[src/udpdx_pkg.sv]
// ----------------------------------------------------------------------------
// udpdx_pkg
// Shared types and constants for the UDP socket demux table.
// ----------------------------------------------------------------------------
package udpdx_pkg;

	localparam int SLOTS  = 16;
	localparam int SLOT_W = $clog2(SLOTS);

	localparam logic [15:0] HDR_BYTES = 16'd8;
	localparam logic [15:0] EPH_FIRST = 16'd49152;
	localparam logic [15:0] EPH_LAST  = 16'hFFFF;
	localparam logic [7:0]  LIMIT_RST = 8'd16;

	// operation kinds
	localparam logic [2:0] K_OPEN    = 3'd0;
	localparam logic [2:0] K_CLOSE   = 3'd1;
	localparam logic [2:0] K_BIND    = 3'd2;
	localparam logic [2:0] K_CONNECT = 3'd3;
	localparam logic [2:0] K_DELIVER = 3'd4;
	localparam logic [2:0] K_DEQUEUE = 3'd5;

	// status codes
	localparam logic [2:0] STAT_OK      = 3'd0;
	localparam logic [2:0] STAT_BADMSG  = 3'd1;
	localparam logic [2:0] STAT_REFUSED = 3'd2;
	localparam logic [2:0] STAT_NOBUFS  = 3'd3;
	localparam logic [2:0] STAT_INVALID = 3'd4;
	localparam logic [2:0] STAT_INUSE   = 3'd5;
	localparam logic [2:0] STAT_FULL    = 3'd6;
	localparam logic [2:0] STAT_EMPTY   = 3'd7;

	typedef struct packed {
		logic [2:0]  kind;
		logic [3:0]  slot;
		logic [31:0] peer_address;
		logic [31:0] host_address;
		logic [15:0] peer_port;
		logic [15:0] host_port;
		logic [15:0] length_field;
		logic [15:0] buffer_length;
		logic        checksum_nonzero;
		logic        checksum_verified;
	} item_t;

	// classified command: item plus header check verdict
	typedef struct packed {
		item_t item;
		logic  hdr_ok;
	} cmd_t;

	typedef struct packed {
		logic [2:0]  status;
		logic [3:0]  result_slot;
		logic [15:0] bound_port;
		logic [15:0] data_length;
		logic [7:0]  queue_count;
	} res_t;

	typedef struct packed {
		logic        open;
		logic        bound;
		logic [31:0] laddr;
		logic [15:0] lport;
		logic [31:0] raddr;
		logic [15:0] rport;
		logic [7:0]  qcnt;
	} slot_t;

endpackage

[src/udpdx_front.sv]
// ----------------------------------------------------------------------------
// udpdx_front
// Accepts items, checks the UDP header, and holds them in a two-beat queue.
// ----------------------------------------------------------------------------
module udpdx_front (
	input  logic             clk,
	input  logic             arst_n,
	input  logic             push,
	output logic             full,
	input  udpdx_pkg::item_t in_item,
	output logic             cmd_valid,
	output udpdx_pkg::cmd_t  cmd,
	input  logic             cmd_take
);
	import udpdx_pkg::*;

	cmd_t       mem_q [2];
	logic       wr_ptr_q;
	logic       rd_ptr_q;
	logic [1:0] cnt_q;
	logic       hdr_ok;
	logic       do_push;
	logic       do_pop;

	always_comb begin
		hdr_ok = (in_item.buffer_length >= HDR_BYTES) && (in_item.peer_port != 16'd0) &&
			(in_item.host_port != 16'd0) && (in_item.length_field >= HDR_BYTES) &&
			(in_item.length_field <= in_item.buffer_length) &&
			!(in_item.checksum_nonzero && !in_item.checksum_verified);
	end

	assign full      = (cnt_q == 2'd2);
	assign cmd_valid = (cnt_q != 2'd0);
	assign cmd       = mem_q[rd_ptr_q];
	assign do_push   = push && !full;
	assign do_pop    = cmd_take && cmd_valid;

	always_ff @(posedge clk) begin
		if (do_push) begin
			mem_q[wr_ptr_q] <= '{item: in_item, hdr_ok: hdr_ok};
		end
	end

	always_ff @(posedge clk or negedge arst_n) begin
		if (!arst_n) begin
			wr_ptr_q <= 1'b0;
			rd_ptr_q <= 1'b0;
			cnt_q    <= 2'd0;
		end else begin
			if (do_push) begin
				wr_ptr_q <= !wr_ptr_q;
			end
			if (do_pop) begin
				rd_ptr_q <= !rd_ptr_q;
			end
			cnt_q <= cnt_q + {1'b0, do_push} - {1'b0, do_pop};
		end
	end

endmodule

[config.mk]
export PLATFORM = sky130hd
export DESIGN_NAME = udpdx_front
export DESIGN_NICKNAME = d
export VERILOG_FILES = /design/src/udpdx_pkg.sv /design/src/udpdx_front.sv
export SDC_FILE = /design/constraint.sdc
export NUM_CORES = 1
export LEC_CHECK = 0
export ABC_AREA = 1
export BUFFER_PORTS_ARGS = -buffer_cell sky130_fd_sc_hd__buf_2
export CAP_MARGIN = 15
export CELL_PAD_IN_SITES_DETAIL_PLACEMENT = 1
export CELL_PAD_IN_SITES_GLOBAL_PLACEMENT = 2
export CORE_MARGIN = 3
export CORE_UTILIZATION = 34
export DETAILED_ROUTE_END_ITERATION = 16
export PLACE_DENSITY_LB_ADDON = 0.1
export SLEW_MARGIN = 40
export SYNTH_ARGS = -nofsm -noshare
export SYNTH_HDL_FRONTEND = slang
export SYNTH_SLANG_ARGS = --single-unit
export TNS_END_PERCENT = 20
[constraint.sdc]
create_clock -name clk -period 8.9 [get_ports clk]
set_clock_uncertainty 0.1 [all_clocks]
set_input_delay 0.445 -clock clk [delete_from_list [all_inputs] [get_ports clk]]
set_output_delay 0.445 -clock clk [all_outputs]
set_load 0.05 [all_outputs]
Word level (Yosys, flattened, before mapping)

Memory sizes are Yosys's and may differ from the RTL's.
Cells that the tools add are included.

Muxes and demuxes: 2
Add/subtract/negate cells: 2
$mul: 0
Order comparisons: 3
Divide/modulo/power cells: 0
Shift operators: 0
Bitwise operators: 0
Reduce and logical (&&, ||, !) cells: 16
Equality and inequality tests: 1

Operator list:

| kind                                                                                 | number |
|---|---|
| 16-bit by 4-bit greater-or-equal comparator with 1-bit output, second input constant | 2 |
| 16-bit nonzero test                                                                  | 2 |
| 16-bit <= comparator                                                                 | 1 |
| 1-bit logical AND                                                                    | 8 |
| 1-bit logical NOT                                                                    | 5 |
| 2-bit by 1-bit adder with 2-bit output                                               | 1 |
| 2-bit == test, second input constant                                                 | 1 |
| 1-bit two-way mux                                                                    | 2 |
| 2-bit nonzero test                                                                   | 1 |
| 2-bit by 1-bit subtractor with 2-bit output                                          | 1 |

Memories: 1
Memory bits (writable): 276
Input port bits: 141
Flip-flop bits (word level): 4
Bits in read-only memories: 0
Bits in latches: 0
Word-level logic and storage cells: 28

Memory list:

| memory | depth | width | read ports | clocked after Yosys merged registers in | wr ports | line              | source |
|---|---|---|---|---|---|---|---|
| mem_q  | 2     | 138   | 1          | 0                                       | 1        | udpdx_front.sv:17 | `cmd_t mem_q [2];` |

Longest topological paths before layout

Gate-level depths: netlist of the first run.

Word-level depth: 6
Depth in mapped cells: 12
Gate-level depth less buffers: 12

Worst setup path after synthesis of the first run

OpenSTA, ideal clock, no wires.

Path kind: reg-to-reg
Start: reg cnt_q[1]
End: mem mem_q[0][0] (netlist name), enable pin
Clock period less this slack: 7016 ps
Slack: 1884 ps
Data arrival time: 6280 ps
Cell stages (with the launch flop): 4
Path through: dfrtp_1 > inv_1 > o21ai_2 > nor2_1

Word-level cells in the longest chain between the ends: 5

RTL lines:

| item                                    | line              | source |
|---|---|---|
| start: declaration                      | udpdx_front.sv:20 | `logic [1:0] cnt_q;` |
| start signal: assignment                | udpdx_front.sv:56 | `cnt_q <= cnt_q + {1'b0, do_push} - {1'b0, do_pop};` |
| 2-bit == test                           | udpdx_front.sv:32 | `assign full = (cnt_q == 2'd2);` |
| 1-bit logical NOT                       | udpdx_front.sv:35 | `assign do_push = push && !full;` |
| 1-bit logical AND                       | udpdx_front.sv:35 |  |
| 1-bit two-way mux                       | udpdx_front.sv:39 | `if (do_push) begin` |
| 1-bit two-way mux (not written as such) | udpdx_front.sv:40 | `mem_q[wr_ptr_q] <= '{item: in_item, hdr_ok: hdr_ok};` |
| end: declaration                        | udpdx_front.sv:17 |  |

Every way passes these cells.

==> results of run 1 <==
==> report_power, final <==
group | leakage, uW | internal [uW] | switching, uW | total (uW)
Combinational | 0.00334 | 486 | 2030 | 2520
Clock | 0.000451 | 662 | 494 | 1160
Sequential | 0.00261 | 1810 | 83.8 | 1890
==> synthesized netlist by cell type <==
cell | count | area, um^2
nand2_1 | 444 | 1670
edfxtp_1 | 276 | 8290
nor2_1 | 40 | 150
buf_2 | 27 | 135
inv_1 | 25 | 93.8
ha_1 | 18 | 225
a21oi_1 | 7 | 35.0
dfrtp_1 | 4 | 100
nand4_1 | 4 | 25.0
nand3_1 | 3 | 15.0
buf_4 | 2 | 15.0
nor3_1 | 2 | 10.0
xnor2_1 | 2 | 17.5
xor2_1 | 2 | 17.5
a21o_1 | 1 | 7.51
clkbuf_1 | 1 | 3.75
inv_2 | 1 | 3.75
o21a_1 | 1 | 7.51
o21ai_0 | 1 | 5.00
o21ai_2 | 1 | 8.76
or2_2 | 1 | 6.26
==> final timing paths <==
kind	end	slack, ns	cells after the start
max	cmd[67]	5.17	6
min	mem_q[0][30]$_DFFE_PP_	0.03	1
max reg2reg	mem_q[0][52]$_DFFE_PP_	6.64	4
min reg2reg	cnt_q[0]$_DFF_PN0_	0.47	1
max in group asynchronous	rd_ptr_q$_DFFE_PN0P_	8.40	2
min in group asynchronous	rd_ptr_q$_DFFE_PN0P_	0.16	2
==> state kept, by name, summed over array words and instances (netlist names) <==
register,count
cnt_q,2
mem_q,276
wr_ptr_q,1
rd_ptr_q,1
==> critical path: stages, from the launching register on <==
cell     delay [ns]
dfrtp_4        0.60
buf_12         0.25
inv_4          0.51
buf_6          0.62
nand2_1        0.11
nand2_1        0.15
buf_2          0.29
==> cells by family after synthesis <==
logic type	after synthesis	synth area share, %
xor+xnor	4	0.323
buf+inv	56	2.32
flops	280	77.4
fa+ha+maj	18	2.08
simple gates	494	17.3
compound gates	11	0.589
==> placed cells by master, fill, tap and decap left out, types with 2 or more instances in the layout <==
cell type	instances
nand2_1	444
buf_2	280
edfxtp_1	276
dlygate4sd3_1	115
nor2_1	38
clkbuf_16	31
inv_1	25
ha_1	18
clkinv_1	11
a21oi_1	7
clkbuf_1	6
clkinv_2	5
nand4_1	4
buf_6	4
nand3_1	3
dfrtp_1	3
xnor2_1	2
nor2_4	2
nor3_1	2
xor2_1	2
buf_4	2
==> layer usage <==
metal	share of wire, %	vias to the layer above	global-route usage (%)
met2	50	197	28.7
met3	5.5	43	3.24
met4	2.2	4	3.81
li1	-	3711	-
met5	0.073	-	0
met1	43	3669	21.4
==> through the flow <==
stage,cell area (um^2),total power (uW)
2_1_floorplan,10800,3800
3_3_place_gp,12600,4400
3_5_place_dp,12700,4430
4_1_cts,14700,5640
5_1_grt,14800,5870
6_report,14800,5560
==> area by class of cell <==
type,count,area [um^2],area share (%)
clock inverter,19,116,0.788
inverter,26,100,0.678
multi-input combinational,527,2210,15.0
tap,396,495,3.35
sequential,280,8390,56.8
timing repair buffer,403,2660,18.0
clock buffer,37,798,5.40
==> impl_metrics.json, run 1 <==
{
  "status": "complete, no violations",
  "synth_cell_types": 21,
  "hold_start": "in_item[29]",
  "clock_latency_ns": 0.55,
  "path_class": "register to primary output",
  "synth_fp_nets": 1022,
  "clock_path_buffers": 3,
  "rows": 64,
  "gr-total-overflow": 0,
  "vias": 7624,
  "first_global_vias": 7915,
  "place_congestion": 0.747,
  "pre_cts_ws_ns": 5.59,
  "final_cells": 1688,
  "cts_tree": "yes",
  "antenna_found_initial": 2,
  "synth-seq-area-share_pct": 77.4,
  "die_area_mm2": 0.0341,
  "worst_pin_slew_ns": 0.801,
  "report.final.hold_viol_count": 0,
  "grt_pass1_wl_mm": 43.7,
  "p_leak_uw": 0.00640,
  "whs_ns": 0.0276,
  "cp-end-kind": "primary output",
  "avgSynthCellArea_um2": 12.6,
  "setup_tns_ns": 0,
  "min_period_over_period_pct": 41.9,
  "power_density_mw_per_mm2": 377,
  "synthCells": 863,
  "r2r_start": "cnt_q[1]$_DFF_PN0_",
  "via_per_inst": 4.52,
  "min_period_ns": 3.73,
  "max_freq_mhz": 268,
  "grt_usage_pct": 16.5,
  "rsz0062_at_grt": "no",
  "start_util_pct": 35.0,
  "start_kind": "register",
  "core_mm2": 0.0310,
  "antenna_cells": 0,
  "dieWidth_um": 185,
  "wl_per_cell_um": 17.0,
  "cts-root-buf": "clkbuf_16",
  "placed_cells": 1516,
  "ir_worst_vdd_mv": 0.187,
  "crit_required_ns": 8.36,
  "max_cap_violations": 0,
  "critPathArrivalTime_ns": 3.18,
  "port_buffers": 280,
  "cts.clk_slew.worst_paths_ns": 0.06,
  "utilization_pct": 47.7,
  "cts_hold_buf": 113,
  "yosys_warnings": 0,
  "ys_ff_latch": 280,
  "hold_class": "input port to register",
  "drive_gt1_share_pct": 25.8,
  "timing.final.ws_setup_ns": 5.17,
  "grt_max_degree": 84,
  "firstDrtPassIters": 4,
  "drc": 0,
  "syn_to_final_growth_pct": 36.3,
  "ios": 281,
  "drt_iter0_drc": 305,
  "dp_hpwl_mm": 18.5,
  "max_slew_margin_pct": 46.6,
  "h-tree-depth": 1,
  "crit_start": "rd_ptr_q$_DFFE_PN0P_",
  "detail_route.wirelength_mm": 28.7,
  "cts_buffers": 31,
  "nets": 1428,
  "cp_max_fo": 83,
  "die_h_um": 185,
  "postCtsSetupBuffers": 0,
  "drv_slew": 0,
  "final_antenna_net_count": 0,
  "synth_area_mm2": 0.0108,
  "clock-sinks": 280,
  "setup_viol": 0,
  "postCtsResizedCells": 0,
  "nFillCells": 3354
}
No activity file was read; power rests on OpenSTA's default activity.
==> run 2, diff against run 1 <==
Clock period 8.9 ns to 3.78 ns, I/O delays scaled along.
==> run 2 against run 1 <==
  * Design area up 3.0%
  * Sequential power rose by 130%
  * Sequential share of layout area is 1.7 points lower
  * Total power rose by 140%
  * First-iteration DRC count is 19% higher
  * Via count is 0.94% higher
  * Register-to-register slack got worse by 4.9 ns
  * Non-clock buffer count up 31
  * Sequential cell count unchanged
  * Clock power increased to 2.5 times the previous value
  * Critical path type unchanged
  * Critical endpoint is now cmd[27]
==> impl_metrics.json, run 2 (synthesized netlist as in run 1, its figures left out) <==
{
  "cp_max_fo": 35,
  "cp-end-kind": "primary output",
  "final_antenna_net_count": 0,
  "seqPwrFrac_pct": 32.9,
  "cts-root-buf": "clkbuf_16",
  "critical_path.top_delay_family": "buffers and inverters",
  "p_int_uw": 7240,
  "swShare_pct": 46.0,
  "drc": 0,
  "cts_buffers": 34,
  "detail_route.wirelength_mm": 29.4,
  "critPathArrivalTime_ns": 2.23,
  "vias": 7696,
  "min_period_over_period_pct": 66.7,
  "max_freq_mhz": 397,
  "grt_pass1_wl_mm": 45.2,
  "setup_viol": 0,
  "cp_common_cell": "nand2_1",
  "grt_usage_pct": 17.1,
  "min_period_ns": 2.52,
  "die_area_mm2": 0.0341,
  "rows": 64,
  "crit_required_ns": 3.49,
  "hold_start": "in_item[106]",
  "largest_reg_flops": 276,
  "gr-total-overflow": 0,
  "port_buffers": 280,
  "r2r_slack_ns": 1.78,
  "drive_gt1_share_pct": 25.7,
  "clock-sinks": 280,
  "firstDrtPassIters": 4,
  "rsz0062_at_grt": "no",
  "worst_pin_slew_ns": 0.674,
  "start_kind": "register",
  "drv_slew": 0,
  "max_cap_violations": 0,
  "worstPathCellList": "inv_4 -> buf_4 -> nand2_1 -> nand2_1 -> buf_2",
  "antenna_found_initial": 0,
  "start_util_pct": 35.0,
  "status": "complete, no violations",
  "dieWidth_um": 185,
  "pre_cts_ws_ns": 1.70,
  "layout_commonest_cell": "nand2_1",
  "dp_hpwl_mm": 18.8,
  "hold_path_end": "mem_q[0][107]$_DFFE_PP_",
  "clock_path_buffers": 3,
  "p_sw_uw": 6160,
  "path_class": "register to primary output",
  "postCtsResizedCells": 0,
  "r2r_start": "cnt_q[1]$_DFF_PN0_",
  "cp_slowest_cell": "dfrtp_4",
  "power_density_mw_per_mm2": 880,
  "p_comb_share_pct": 45.3,
  "place_congestion": 0.717,
  "regMostFlops": "mem_q",
  "max_stage_delay_ns": 0.50,
  "timing.final.ws_setup_ns": 1.26,
  "cts_tree": "yes",
  "first_global_vias": 8314,
  "ios": 281,
  "top_regs": "mem_q: 276 flops, cnt_q: 2 flops",
  "r2r-end": "mem_q[0][55]$_DFFE_PP_",
  "ir_worst_vdd_mv": 0.447,
  "syn_to_final_growth_pct": 40.4,
  "drt_iter0_drc": 364,
  "path_buf_inv": 3,
  "final_cell_mix": "nand2_1, buf_2, edfxtp_1",
  "max_slew_margin_pct": 55.1,
  "report.final.hold_viol_count": 0,
  "cts_hold_buf": 141,
  "h-tree-depth": 2,
  "wl_per_cell_um": 17.1,
  "hold_class": "input port to register",
  "antenna_cells": 0,
  "r2r_cells": 5,
  "nets": 1462,
  "via_per_inst": 4.47,
  "cts.clk_slew.worst_paths_ns": 0.06,
  "hold_path_depth": 2,
  "clkPwrFrac_pct": 21.8,
  "postCtsSetupBuffers": 0,
  "core_mm2": 0.0310,
  "die_h_um": 185,
  "whs_ns": 0.317,
  "clock_latency_ns": 0.49,
  "p_leak_uw": 0.00659,
  "grt_max_degree": 139
}
==> run 2: cell type report <==
type	instances	area (um^2)
fill	3307	15800
sequential	280	8390
timing repair buffer	434	3020
multi-input combinational	527	2210
clock buffer	44	910
tap	396	495
inverter	26	100
clock inverter	14	88.8
==> run 2: worst max-delay path by stage <==
stage	from	end	slack (ns)	cells after the start
3_5_place_dp	rd_ptr_q$_DFFE_PN0P_	cmd[61]	1.70	5
2_1_floorplan	cnt_q[1]$_DFF_PN0_	mem_q[0][0]$_DFFE_PP_	-0.91	3
6_report	rd_ptr_q$_DFFE_PN0P_	cmd[27]	1.26	5
4_1_cts	rd_ptr_q$_DFFE_PN0P_	cmd[61]	1.16	5
3_3_place_gp	cnt_q[1]$_DFF_PN0_	mem_q[1][137]$_DFFE_PP_	1.50	4
5_1_grt	rd_ptr_q$_DFFE_PN0P_	cmd[15]	1.08	5
==> run 2: stage by stage <==
step	instances	TNS (ns)	cell area (um^2)	util, %	power, uW
6_report	1721	0	15200	49.1	13400
5_1_grt	1721	0	15200	49.1	14100
4_1_cts	1720	0	15200	49.0	13600
3_5_place_dp	1521	0	12800	41.2	10500
3_3_place_gp	1519	0	12700	41.1	10400
2_1_floorplan	863	-250.24	10800	-	8880
==> run 2: power groups by stage <==
stage	Clock [uW]	Sequential (uW)	Combinational (uW)
final	2920	4400	6070
after global routing	3160	4460	6520
after CTS	3020	4420	6170
after detailed placement	0	4480	6040
after global placement	0	4450	5970
after floorplan	0	4520	4360
==> run 2: metal layers <==
| layer | routed length [um] | track usage [%] | vias to the layer above |
|---|---|---|---|
| met4 | 680 | 5.23 | 0 |
| met2 | 14900 | 30.1 | 206 |
| met5 | 0 | 0 | - |
| met3 | 1580 | 3.93 | 42 |
| met1 | 12300 | 21.1 | 3674 |
| li1 | - | - | 3774 |
==> run 3, diff against run 2 <==
Settings changed: CORE_UTILIZATION 34 to 31.
Clock period 3.78 ns to 2.15 ns, I/O delays scaled along.
==> run 3 against run 2 <==
  * Design area rose by 3.2%
  * Sequential power rose by 77%
  * Register-to-register slack got worse by 1.4 ns
  * Clock-buffer cell count fell by 9
  * Total power rose by 85%
  * Worst hold slack got worse by 0.14 ns
  * Critical path type unchanged
  * Largest power group unchanged
  * Highest routed layer unchanged
==> impl_metrics.json, run 3 (synthesized netlist as in run 1, its figures left out) <==
{
  "regMostFlops": "mem_q",
  "report.final.hold_viol_count": 0,
  "place_congestion": 0.744,
  "final_antenna_net_count": 0,
  "swShare_pct": 45.2,
  "grt_pass1_wl_mm": 45.5,
  "final_cell_mix": "nand2_1, edfxtp_1, buf_2",
  "clock-sinks": 280,
  "max_cap_violations": 0,
  "worstPathCellList": "clkinv_8 -> clkbuf_16 -> nand2_1 -> nand2_1 -> buf_2",
  "clock_path_buffers": 3,
  "clkPwrFrac_pct": 21.7,
  "r2r_start": "cnt_q[0]$_DFF_PN0_",
  "postCtsSetupBuffers": 0,
  "start_util_pct": 31.9,
  "cts.clk_slew.worst_paths_ns": 0.06,
  "hold_start": "in_item[134]",
  "cp_slowest_cell": "dfrtp_4",
  "die_h_um": 193,
  "setup_viol": 0,
  "drv_slew": 0,
  "hold_path_depth": 2,
  "cts_tree": "yes",
  "p_leak_uw": 0.00672,
  "rows": 67,
  "worst_pin_slew_ns": 0.448,
  "r2r_cells": 7,
  "crit_start": "rd_ptr_q$_DFFE_PN0P_",
  "path_buf_inv": 3,
  "via_per_inst": 4.36,
  "ir_worst_vdd_mv": 0.915,
  "antenna_found_initial": 1,
  "die_area_mm2": 0.0372,
  "cp_common_cell": "nand2_1",
  "cp_max_fo": 24,
  "clock_latency_ns": 0.56,
  "cts_buffers": 31,
  "critical_path.top_delay_family": "buffers and inverters",
  "r2r-end": "cnt_q[1]$_DFF_PN0_",
  "grt_usage_pct": 15.6,
  "max_slew_margin_pct": 70.1,
  "firstDrtPassIters": 5,
  "core_mm2": 0.0340,
  "layout_commonest_cell": "nand2_1",
  "h-tree-depth": 1,
  "p_comb_share_pct": 46.9,
  "detail_route.wirelength_mm": 31.0,
  "cp-end-kind": "primary output",
  "dp_hpwl_mm": 19.5,
  "critPathArrivalTime_ns": 1.87,
  "max_freq_mhz": 482,
  "place_area_mm2": 0.0129,
  "hold_class": "input port to register",
  "syn_to_final_growth_pct": 44.9,
  "cts-root-buf": "clkbuf_16",
  "pre_cts_ws_ns": 0.441,
  "whs_ns": 0.176,
  "first_global_vias": 8265,
  "crit_required_ns": 1.94,
  "dieWidth_um": 193,
  "stdcell_area_mm2": 0.0157,
  "timing.final.ws_setup_ns": 0.0732,
  "start_kind": "register",
  "port_buffers": 280,
  "max_stage_delay_ns": 0.55,
  "top_regs": "mem_q: 276 flops, cnt_q: 2 flops",
  "placed_cells": 1576,
  "path_class": "register to primary output",
  "wl_per_cell_um": 17.4,
  "nets": 1464,
  "status": "complete, no violations",
  "p_sw_uw": 11200,
  "min_period_over_period_pct": 96.6,
  "p_int_uw": 13600,
  "final_cells": 1779,
  "drt_iter0_drc": 360,
  "drive_gt1_share_pct": 26.3,
  "grt_max_degree": 66,
  "ios": 281,
  "largest_reg_flops": 276,
  "power_density_mw_per_mm2": 1580,
  "drc": 0,
  "r2r_slack_ns": 0.43,
  "min_period_ns": 2.08,
  "seqPwrFrac_pct": 31.4,
  "gr-total-overflow": 0,
  "hold_path_end": "mem_q[0][135]$_DFFE_PP_",
  "utilization_pct": 46.3,
  "vias": 7758
}
==> run 3: changes by cell type in the layout (fill, tap and decap cells not counted), moves of 4 or more <==
cell | before | now
clkbuf_1 | 9 | 4
clkbuf_4 | 0 | 60
buf_2 | 280 | 195
buf_4 | 5 | 27
bufinv_16 | 1 | 5
==> run 3: layout make-up <==
cell class	instances	area (um^2)
antenna	1	2.50
timing repair buffer	439	3390
fill	3646	18200
tap	448	561
sequential	280	8390
clock inverter	23	239
inverter	26	110
clock buffer	35	791
multi-input combinational	527	2220
==> run 3: power by group through the flow <==
stage	combinational [uW]	clock [uW]	sequential, uW
3_3_place_gp	10800	0	7830
4_1_cts	11200	5510	7760
3_5_place_dp	10800	0	7870
5_1_grt	12400	5730	7880
2_1_floorplan	7680	0	7870
6_report	11600	5360	7770
==> run 3: timing repair <==
item                                    in CTS  in global routing
pin swaps                                    0                  0
cloned                                       0                  3
endpoints found under the hold margin      281                  0
resized for setup                           19                 81
endpoints found under the setup margin      31                129
hold buffers                               141                  0
==> run 3: how the worst max path moves through the flow <==
stage | to | cells past startpoint | slack [ns]
after floorplan | mem_q[0][0]$_DFFE_PP_ | 3 | -0.98
after CTS | cmd[59] | 5 | -0.02
after global routing | cmd[129] | 5 | -0.005
after global placement | mem_q[0][0]$_DFFE_PP_ | 7 | 0.46
after detailed placement | cnt_q[1]$_DFF_PN0_ | 7 | 0.44
final | cmd[136] | 5 | 0.07
==> run 3: metrics by stage <==
stage	setup TNS [ns]	power, uW
2_1_floorplan	-267.51	15600
3_3_place_gp	0	18700
3_5_place_dp	0	18700
4_1_cts	-0.0860	24500
5_1_grt	-0.00859	26000
6_report	0	24800
==> run 3: per-layer routing <==
layer | track usage (%) | up-vias | share of wire [%]
met3 | 3.78 | 41 | 6.3
met5 | 0 | - | 0
met2 | 28.0 | 182 | 49
li1 | - | 3786 | -
met4 | 3.95 | 0 | 2.3
met1 | 19.0 | 3749 | 42
